--- src/rtl/sepr_pkg.sv ---
// shared types, constants and functions for the sha-512 entropy pool generator
`default_nettype none
package sepr_pkg;

    typedef logic [63:0] word_t;
    typedef logic [7:0][63:0] chain_t;
    typedef logic [15:0][63:0] block_t;

    localparam int MAX_REQUEST = 64;
    localparam logic [10:0] CREDIT_CAP = 11'd512;

    localparam logic [7:0] TAG_ABSORB   = 8'h41;
    localparam logic [7:0] TAG_GENERATE = 8'h47;
    localparam logic [7:0] TAG_RATCHET  = 8'h52;

    localparam logic [1:0] RES_DATA   = 2'd0;
    localparam logic [1:0] RES_DONE   = 2'd1;
    localparam logic [1:0] RES_NOTRDY = 2'd2;

    typedef enum logic [1:0] {
        SRC_ABS = 2'd0,
        SRC_GEN = 2'd1,
        SRC_RAT = 2'd2
    } src_t;

    typedef struct packed {
        logic       accept;
        logic       prefix;
        logic       wbyte;
        logic       pad;
        logic       lenblk;
        logic       abs_update;
        logic       abs_fin;
        logic       start;
        src_t       src;
        logic       gen_done;
        logic       rat_done;
        logic       byte_step;
        logic       load_out;
        logic [1:0] out_status;
    } dp_cmd_t;

    typedef struct packed {
        logic cmd_gen;
        logic msg_open;
        logic blk_full;
        logic last;
        logic pad_two;
        logic ready;
        logic req_zero;
        logic core_done;
        logic out_busy;
        logic chunk_end;
        logic req_end;
    } dp_stat_t;

    function automatic word_t rotr(input word_t x, input int r);
        rotr = (x >> r) | (x << (64 - r));
    endfunction

    function automatic word_t sha_iv(input logic [2:0] i);
        unique case (i)
            3'd0: sha_iv = 64'h6a09e667f3bcc908;
            3'd1: sha_iv = 64'hbb67ae8584caa73b;
            3'd2: sha_iv = 64'h3c6ef372fe94f82b;
            3'd3: sha_iv = 64'ha54ff53a5f1d36f1;
            3'd4: sha_iv = 64'h510e527fade682d1;
            3'd5: sha_iv = 64'h9b05688c2b3e6c1f;
            3'd6: sha_iv = 64'h1f83d9abfb41bd6b;
            3'd7: sha_iv = 64'h5be0cd19137e2179;
        endcase
    endfunction

    function automatic chain_t sha_iv_chain();
        chain_t c;
        for (int i = 0; i < 8; i++)
        begin
            c[i] = sha_iv(3'(i));
        end
        return c;
    endfunction

    function automatic word_t kround(input logic [6:0] i);
        unique case (i)
            7'd0:  kround = 64'h428a2f98d728ae22;
            7'd1:  kround = 64'h7137449123ef65cd;
            7'd2:  kround = 64'hb5c0fbcfec4d3b2f;
            7'd3:  kround = 64'he9b5dba58189dbbc;
            7'd4:  kround = 64'h3956c25bf348b538;
            7'd5:  kround = 64'h59f111f1b605d019;
            7'd6:  kround = 64'h923f82a4af194f9b;
            7'd7:  kround = 64'hab1c5ed5da6d8118;
            7'd8:  kround = 64'hd807aa98a3030242;
            7'd9:  kround = 64'h12835b0145706fbe;
            7'd10: kround = 64'h243185be4ee4b28c;
            7'd11: kround = 64'h550c7dc3d5ffb4e2;
            7'd12: kround = 64'h72be5d74f27b896f;
            7'd13: kround = 64'h80deb1fe3b1696b1;
            7'd14: kround = 64'h9bdc06a725c71235;
            7'd15: kround = 64'hc19bf174cf692694;
            7'd16: kround = 64'he49b69c19ef14ad2;
            7'd17: kround = 64'hefbe4786384f25e3;
            7'd18: kround = 64'h0fc19dc68b8cd5b5;
            7'd19: kround = 64'h240ca1cc77ac9c65;
            7'd20: kround = 64'h2de92c6f592b0275;
            7'd21: kround = 64'h4a7484aa6ea6e483;
            7'd22: kround = 64'h5cb0a9dcbd41fbd4;
            7'd23: kround = 64'h76f988da831153b5;
            7'd24: kround = 64'h983e5152ee66dfab;
            7'd25: kround = 64'ha831c66d2db43210;
            7'd26: kround = 64'hb00327c898fb213f;
            7'd27: kround = 64'hbf597fc7beef0ee4;
            7'd28: kround = 64'hc6e00bf33da88fc2;
            7'd29: kround = 64'hd5a79147930aa725;
            7'd30: kround = 64'h06ca6351e003826f;
            7'd31: kround = 64'h142929670a0e6e70;
            7'd32: kround = 64'h27b70a8546d22ffc;
            7'd33: kround = 64'h2e1b21385c26c926;
            7'd34: kround = 64'h4d2c6dfc5ac42aed;
            7'd35: kround = 64'h53380d139d95b3df;
            7'd36: kround = 64'h650a73548baf63de;
            7'd37: kround = 64'h766a0abb3c77b2a8;
            7'd38: kround = 64'h81c2c92e47edaee6;
            7'd39: kround = 64'h92722c851482353b;
            7'd40: kround = 64'ha2bfe8a14cf10364;
            7'd41: kround = 64'ha81a664bbc423001;
            7'd42: kround = 64'hc24b8b70d0f89791;
            7'd43: kround = 64'hc76c51a30654be30;
            7'd44: kround = 64'hd192e819d6ef5218;
            7'd45: kround = 64'hd69906245565a910;
            7'd46: kround = 64'hf40e35855771202a;
            7'd47: kround = 64'h106aa07032bbd1b8;
            7'd48: kround = 64'h19a4c116b8d2d0c8;
            7'd49: kround = 64'h1e376c085141ab53;
            7'd50: kround = 64'h2748774cdf8eeb99;
            7'd51: kround = 64'h34b0bcb5e19b48a8;
            7'd52: kround = 64'h391c0cb3c5c95a63;
            7'd53: kround = 64'h4ed8aa4ae3418acb;
            7'd54: kround = 64'h5b9cca4f7763e373;
            7'd55: kround = 64'h682e6ff3d6b2b8a3;
            7'd56: kround = 64'h748f82ee5defb2fc;
            7'd57: kround = 64'h78a5636f43172f60;
            7'd58: kround = 64'h84c87814a1f0ab72;
            7'd59: kround = 64'h8cc702081a6439ec;
            7'd60: kround = 64'h90befffa23631e28;
            7'd61: kround = 64'ha4506cebde82bde9;
            7'd62: kround = 64'hbef9a3f7b2c67915;
            7'd63: kround = 64'hc67178f2e372532b;
            7'd64: kround = 64'hca273eceea26619c;
            7'd65: kround = 64'hd186b8c721c0c207;
            7'd66: kround = 64'heada7dd6cde0eb1e;
            7'd67: kround = 64'hf57d4f7fee6ed178;
            7'd68: kround = 64'h06f067aa72176fba;
            7'd69: kround = 64'h0a637dc5a2c898a6;
            7'd70: kround = 64'h113f9804bef90dae;
            7'd71: kround = 64'h1b710b35131c471b;
            7'd72: kround = 64'h28db77f523047d84;
            7'd73: kround = 64'h32caab7b40c72493;
            7'd74: kround = 64'h3c9ebe0a15c9bebc;
            7'd75: kround = 64'h431d67c49c100d4c;
            7'd76: kround = 64'h4cc5d4becb3e42b6;
            7'd77: kround = 64'h597f299cfc657e2a;
            7'd78: kround = 64'h5fcb6fab3ad6faec;
            7'd79: kround = 64'h6c44198c4a475817;
            default: kround = 64'h0;
        endcase
    endfunction

    // tag byte, then the 64 pool bytes, then the fixed tail of the message kind
    function automatic block_t build_block(input src_t src, input chain_t pool,
                                           input logic [31:0] ctr);
        block_t b;
        logic [7:0] tag;
        b = '0;
        unique case (src)
            SRC_GEN: tag = TAG_GENERATE;
            SRC_RAT: tag = TAG_RATCHET;
            default: tag = TAG_ABSORB;
        endcase
        b[0] = {tag, pool[0][63:8]};
        for (int k = 1; k < 8; k++)
        begin
            b[k] = {pool[k-1][7:0], pool[k][63:8]};
        end
        unique case (src)
            SRC_GEN:
            begin
                b[8]  = {pool[7][7:0], ctr, 8'h80, 16'h0};
                b[15] = 64'd552;
            end
            SRC_RAT:
            begin
                b[8]  = {pool[7][7:0], 8'h80, 48'h0};
                b[15] = 64'd520;
            end
            default:
            begin
                b[8] = {pool[7][7:0], 56'h0};
            end
        endcase
        return b;
    endfunction

endpackage
`default_nettype wire

--- src/rtl/sepr_ctrl.sv ---
// controller state machine sequencing absorb, generate and ratchet
`default_nettype none
module sepr_ctrl (
    input  wire logic              clk,
    input  wire logic              rst_n,
    input  wire logic              in_valid,
    output logic                   in_ready,
    input  wire sepr_pkg::dp_stat_t stat,
    output sepr_pkg::dp_cmd_t      cmd
);
    import sepr_pkg::*;

    typedef enum logic [19:0] {
        S_IDLE    = 20'h00001,
        S_DISP    = 20'h00002,
        S_ABYTE   = 20'h00004,
        S_BSTART  = 20'h00008,
        S_BWAIT   = 20'h00010,
        S_TAIL    = 20'h00020,
        S_PSTART  = 20'h00040,
        S_PWAIT   = 20'h00080,
        S_LEN     = 20'h00100,
        S_LSTART  = 20'h00200,
        S_LWAIT   = 20'h00400,
        S_FIN     = 20'h00800,
        S_DONEOUT = 20'h01000,
        S_RESP    = 20'h02000,
        S_GSTART  = 20'h04000,
        S_GWAIT   = 20'h08000,
        S_ELOAD   = 20'h10000,
        S_EWAIT   = 20'h20000,
        S_RSTART  = 20'h40000,
        S_RWAIT   = 20'h80000
    } state_t;

    state_t state_reg, state_next;

    assign in_ready = state_reg == S_IDLE;

    always_comb
    begin
        cmd = '0;
        cmd.src = SRC_ABS;
        cmd.out_status = RES_DONE;
        state_next = state_reg;
        unique case (state_reg)
            S_IDLE:
            begin
                if (in_valid)
                begin
                    cmd.accept = 1'b1;
                    state_next = S_DISP;
                end
            end
            S_DISP:
            begin
                if (stat.cmd_gen)
                begin
                    if (!stat.ready)
                    begin
                        cmd.load_out   = 1'b1;
                        cmd.out_status = RES_NOTRDY;
                        state_next     = S_RESP;
                    end
                    else if (stat.req_zero)
                    begin
                        state_next = S_RSTART;
                    end
                    else
                    begin
                        state_next = S_GSTART;
                    end
                end
                else
                begin
                    cmd.prefix = !stat.msg_open;
                    state_next = S_ABYTE;
                end
            end
            S_ABYTE:
            begin
                cmd.wbyte  = 1'b1;
                state_next = stat.blk_full ? S_BSTART : S_TAIL;
            end
            S_BSTART:
            begin
                cmd.start  = 1'b1;
                state_next = S_BWAIT;
            end
            S_BWAIT:
            begin
                if (stat.core_done)
                begin
                    cmd.abs_update = 1'b1;
                    state_next     = S_TAIL;
                end
            end
            S_TAIL:
            begin
                if (stat.last)
                begin
                    cmd.pad    = 1'b1;
                    state_next = S_PSTART;
                end
                else
                begin
                    cmd.load_out = 1'b1;
                    state_next   = S_RESP;
                end
            end
            S_PSTART:
            begin
                cmd.start  = 1'b1;
                state_next = S_PWAIT;
            end
            S_PWAIT:
            begin
                if (stat.core_done)
                begin
                    cmd.abs_update = 1'b1;
                    state_next     = stat.pad_two ? S_LEN : S_FIN;
                end
            end
            S_LEN:
            begin
                cmd.lenblk = 1'b1;
                state_next = S_LSTART;
            end
            S_LSTART:
            begin
                cmd.start  = 1'b1;
                state_next = S_LWAIT;
            end
            S_LWAIT:
            begin
                if (stat.core_done)
                begin
                    cmd.abs_update = 1'b1;
                    state_next     = S_FIN;
                end
            end
            S_FIN:
            begin
                cmd.abs_fin = 1'b1;
                state_next  = S_DONEOUT;
            end
            S_DONEOUT:
            begin
                cmd.load_out = 1'b1;
                state_next   = S_RESP;
            end
            S_RESP:
            begin
                if (!stat.out_busy)
                begin
                    state_next = S_IDLE;
                end
            end
            S_GSTART:
            begin
                cmd.start  = 1'b1;
                cmd.src    = SRC_GEN;
                state_next = S_GWAIT;
            end
            S_GWAIT:
            begin
                if (stat.core_done)
                begin
                    cmd.gen_done = 1'b1;
                    state_next   = S_ELOAD;
                end
            end
            S_ELOAD:
            begin
                cmd.load_out   = 1'b1;
                cmd.out_status = RES_DATA;
                state_next     = S_EWAIT;
            end
            S_EWAIT:
            begin
                if (!stat.out_busy)
                begin
                    cmd.byte_step = 1'b1;
                    if (stat.req_end)
                    begin
                        state_next = S_RSTART;
                    end
                    else if (stat.chunk_end)
                    begin
                        state_next = S_GSTART;
                    end
                    else
                    begin
                        state_next = S_ELOAD;
                    end
                end
            end
            S_RSTART:
            begin
                cmd.start  = 1'b1;
                cmd.src    = SRC_RAT;
                state_next = S_RWAIT;
            end
            S_RWAIT:
            begin
                if (stat.core_done)
                begin
                    cmd.rat_done = 1'b1;
                    state_next   = stat.req_zero ? S_DONEOUT : S_IDLE;
                end
            end
            default:
            begin
                state_next = S_IDLE;
            end
        endcase
    end

    always_ff @(posedge clk or negedge rst_n)
    begin
        if (!rst_n)
        begin
            state_reg <= S_IDLE;
        end
        else
        begin
            state_reg <= state_next;
        end
    end

endmodule
`default_nettype wire

--- config.mk ---
export PLATFORM = sky130hd
export DESIGN_NAME = sepr_ctrl
export DESIGN_NICKNAME = d
export VERILOG_FILES = /design/src/rtl/sepr_pkg.sv /design/src/rtl/sepr_ctrl.sv
export SDC_FILE = /design/constraint.sdc
export NUM_CORES = 1
export LEC_CHECK = 0
export BUFFER_PORTS_ARGS = -buffer_cell sky130_fd_sc_hd__buf_2
export CAP_MARGIN = 0
export CORE_MARGIN = 8
export CORE_UTILIZATION = 46
export CTS_CLUSTER_SIZE = 24
export DETAILED_ROUTE_END_ITERATION = 16
export PLACE_DENSITY = 0.81
export SLEW_MARGIN = 30
export SYNTH_ARGS = -nofsm -noshare
export SYNTH_HDL_FRONTEND = slang
export SYNTH_SLANG_ARGS = --single-unit
--- constraint.sdc ---
create_clock -name clk -period 3.1 [get_ports clk]
set_clock_uncertainty 0.1 [all_clocks]
set_input_delay 0.465 -clock clk [delete_from_list [all_inputs] [get_ports clk]]
set_output_delay 0.465 -clock clk [all_outputs]
set_load 0.005 [all_outputs]
==> results.md <==
- The flow ran to the end, but the final reports show violations.
- The checks that failed: negative hold slack.
- The most used flip-flop cell after synthesis is dfrtp_1.
- The initial utilization of the core area, before any placement, comes to 47.8%.
- After detailed routing, the number of remaining DRC violations is 0.
- In this run the power spent charging and discharging nets is 297 uW.
- The average routed wire per standard cell is 17.2 um.
- Along the worst path, the maximum fanout reaches 6.
- The sum of internal, switching and leakage power is 770 uW.
- The power per unit of standard cell area is 506 mW/mm^2.
- The quantity of I/O buffers inserted on ports is 30.
- For this block, the routed nets add up to 3440 um of wire.
- The number of cells in the finished layout apart from fillers is 200.
- The post-synthesis average cell area is 9.54 sq um.
- Summing all flip-flop and latch instances after layout gives 502 sq um.
- The clock passes through at most 2 buffers.
- After detailed routing, the number of vias per cell comes to 6.17.
- The filler cells instantiated in the layout total 246.
- The part of the total power dissipated in sequential elements is 40.9%.
- The total number of clock tree sinks is 20.
- The portion of total power attributed to combinational logic is 42.4%.
- In the final timing run, aggregate negative setup slack is 0 ns.
- The arrival time reported for the critical path endpoint is 2.42 ns.
- The ratio of cells with drive above 1 in the final layout is 29.0%.
- Yosys printed 0 warnings.
- The number of instances in the placed design is 196.
- The post-route minimum period is 2.98 ns.
- The hold violation total from the final report came to 14.
- The proportion of register bits with asynchronous set or reset after synthesis is 100%.
- The worst-case IR drop observed on VDD is 0.435 mV.
- The routed layout has 1233 vias.
- The combined area of the multi-input logic cells is 785 sq um.
- For this run, the slowest stage of the critical path takes 0.61 ns.
- Hold timing on the final database bottoms out at a slack of -0.00676 ns.
- The worst path uses 96.2% of the clock period.
- Leaving out fill and tap cells, the most frequent cell in the layout is buf_2.
- The cell class contributing the biggest share of worst-path delay is simple AND/OR/NAND/NOR gates.
- The sum of net half-perimeters after detailed placement is 2750 um.
- At the pin with the least slew margin, the transition time is 0.569 ns.
- The floorplan die width is 69.3 um.
- Setup violations remaining at the end of the flow were counted as 0.
- The number of global-route vias before repair is 1262.
- Buffers inserted during clock tree synthesis total 3.
- The register with the most flip-flops in the layout has 20 of them.
- The cell chosen for the clock root is clkbuf_4.
- The latest clock arrival within the worst-skew pair is 0.30 ns.
- The die is 69.3 um tall.
- Leaving out fill and tap cells, the most frequent cells in the layout are buf_2, nor2_1, dfrtp_1.
- Counting distinct cell types in the post-synthesis netlist gives 43.
- The critical-path cell with the highest stage delay is nor4bb_1.
- The area of the placeable core is 0.00273 sq mm.
- Setup repair after global routing could not meet its margin everywhere.
- The number of enable flip-flop cells after synthesis is 0.
- Sequential cells were found to cover 38.4% of the synthesized design area.
- The critical path goes through nor4_2 -> nand4_1 -> nor4bb_1 -> or3_1 -> buf_2.
- Headroom to the max-slew limit came out at 61.6%.
- The internal power component is 473 uW.
- The post-CTS setup buffer count is 0.
- The global-route congestion overflow total is 0.
- The depth of the CTS H-tree is 1.
- At the worst endpoint, the required time is 2.53 ns.
- Pin placement for this block handled 31 I/O pins.
- The cell leakage power is 0.764 nW.
- The count of standard-cell rows is 19.
- The DRC violation total after the first TritonRoute iteration is 65.
- The achievable frequency is 0.335 GHz.
- The relative contribution of the clock network to total power is 16.7%.
- The max-slew violation count is 0.
- Clock-pin slew was measured on the worst setup and hold paths at 0.11 ns.
- Net switching is 38.6% of the power.
- When the netlist entered floorplanning its net count stood at 151.
- The number of antenna repair diodes is 0.
- The area of the mapped netlist is 0.00131 sq mm.
- The synthesized instance count is 137.
- From synthesis to final layout, the design area changed by 16.6%.
- The element type at the critical path end is an output pin.
- The tool flagged a number of max-cap violations equal to 0.
- TritonCTS built the clock tree.
- Routability-driven placement finished with a final weighted congestion of 0.843.
- The startpoint class of the critical path is a flop.
- The quantity of hold-fixing buffers added after cts is 0.
- The net total in the final layout is 184.
- The die covers 0.00480 sq mm.
- The post-CTS resize count is 0.
- The initial antenna violation count came to 0.
- The maximum number of pins on one net before global-route repair is 21.
- The critical path buffer and inverter count is 1.
- The first-pass iteration count of the detailed router is 4.
- The detail route stage leaves a number of antenna-violating nets equal to 0.
- The worst setup path is of the flop to output pin kind.
- The path class of the tightest hold or removal check is input pin to asynchronous set/reset pin.
- Global routing consumed, over all layers together, 13.8% of the routing resources.
- The wire length of the first global-routing pass is 5730 um.
- The post-synthesis sequential element count is 20.
## per-stage QoR
| step | utilization [%] | cell area (sq um) | setup WS [ns] |
|---|---|---|---|
| after detailed placement | 54.3 | 1490 | 0.421 |
| after global routing | 55.7 | 1520 | -0.0204 |
| after CTS | 55.3 | 1510 | 0.0716 |
| final | 55.7 | 1520 | 0.118 |
| after global placement | 54.3 | 1490 | 0.475 |
| after floorplan | - | 1310 | 0.825 |
## worst paths after layout
check                           slack [ns]           from  cells past startpoint             to
worst max register to register        0.51  state_reg[13]                      6  state_reg[10]
worst min register to register        0.43   state_reg[0]                      2   state_reg[0]
max in group asynchronous             2.57          rst_n                      1   state_reg[0]
min in group clk                      0.25       stat[10]                      2   state_reg[2]
worst min-delay path                -0.007          rst_n                      1   state_reg[2]
worst max-delay path                  0.12  state_reg[13]                      5         cmd[2]
## Yosys cell counts, types with 2 or more instances
cell	number	area [sq um]
nor2_1	22	82.6
dfrtp_1	19	475
and2_1	7	43.8
nand2b_1	7	43.8
and4b_1	6	60.1
a21o_1	5	37.5
nor3_1	5	25.0
nor4_2	5	62.6
nand2_1	4	15.0
nand4_1	4	25.0
nor4_1	4	25.0
a21oi_1	3	15.0
a32oi_1	3	26.3
inv_1	3	11.3
inv_2	3	11.3
nor4bb_1	3	30.0
xnor2_1	3	26.3
a22o_1	2	17.5
and3_1	2	12.5
and4_1	2	17.5
nor3b_1	2	15.0
nor4b_1	2	17.5
## power by group through the flow
stage	combinational [mW]	clock (mW)	sequential (mW)
4_1_cts	0.323	0.130	0.314
3_3_place_gp	0.308	0	0.317
3_5_place_dp	0.321	0	0.320
6_report	0.326	0.129	0.315
5_1_grt	0.360	0.147	0.321
2_1_floorplan	0.242	0	0.313
## final cells by class
cell class              instances  area share (%)
clock buffers                   4            1.72
inverters                       6            1.48
multi-input cells             109            51.5
flip-flops and latches         20            32.9
well taps                      31            2.55
repair buffers                 30            9.85
## routing by layer
metal | vias to the layer above | global-route usage [%] | share of wire (%)
met5 | - | 0 | 0
met1 | 586 | 16.8 | 43
met4 | 0 | 2.73 | 0.81
li1 | 592 | - | -
met2 | 51 | 24.0 | 50
met3 | 4 | 3.15 | 6.1
## worst register-to-register path: stages (launching register included)
cell,delay (ns)
dfrtp_1,0.47
nor4_2,0.43
nand4_1,0.30
nor4bb_1,0.55
o21ai_1,0.21
o211ai_2,0.26
a22o_1,0.21
## kinds of logic after synthesis
kind of cell    share of synthesized area, %
buf+inv                                 2.58
compound gates                          14.3
simple gates                            42.8
xor+xnor                                2.01
flops                                   38.4
Note: power is estimated with default switching activity, not from simulation.
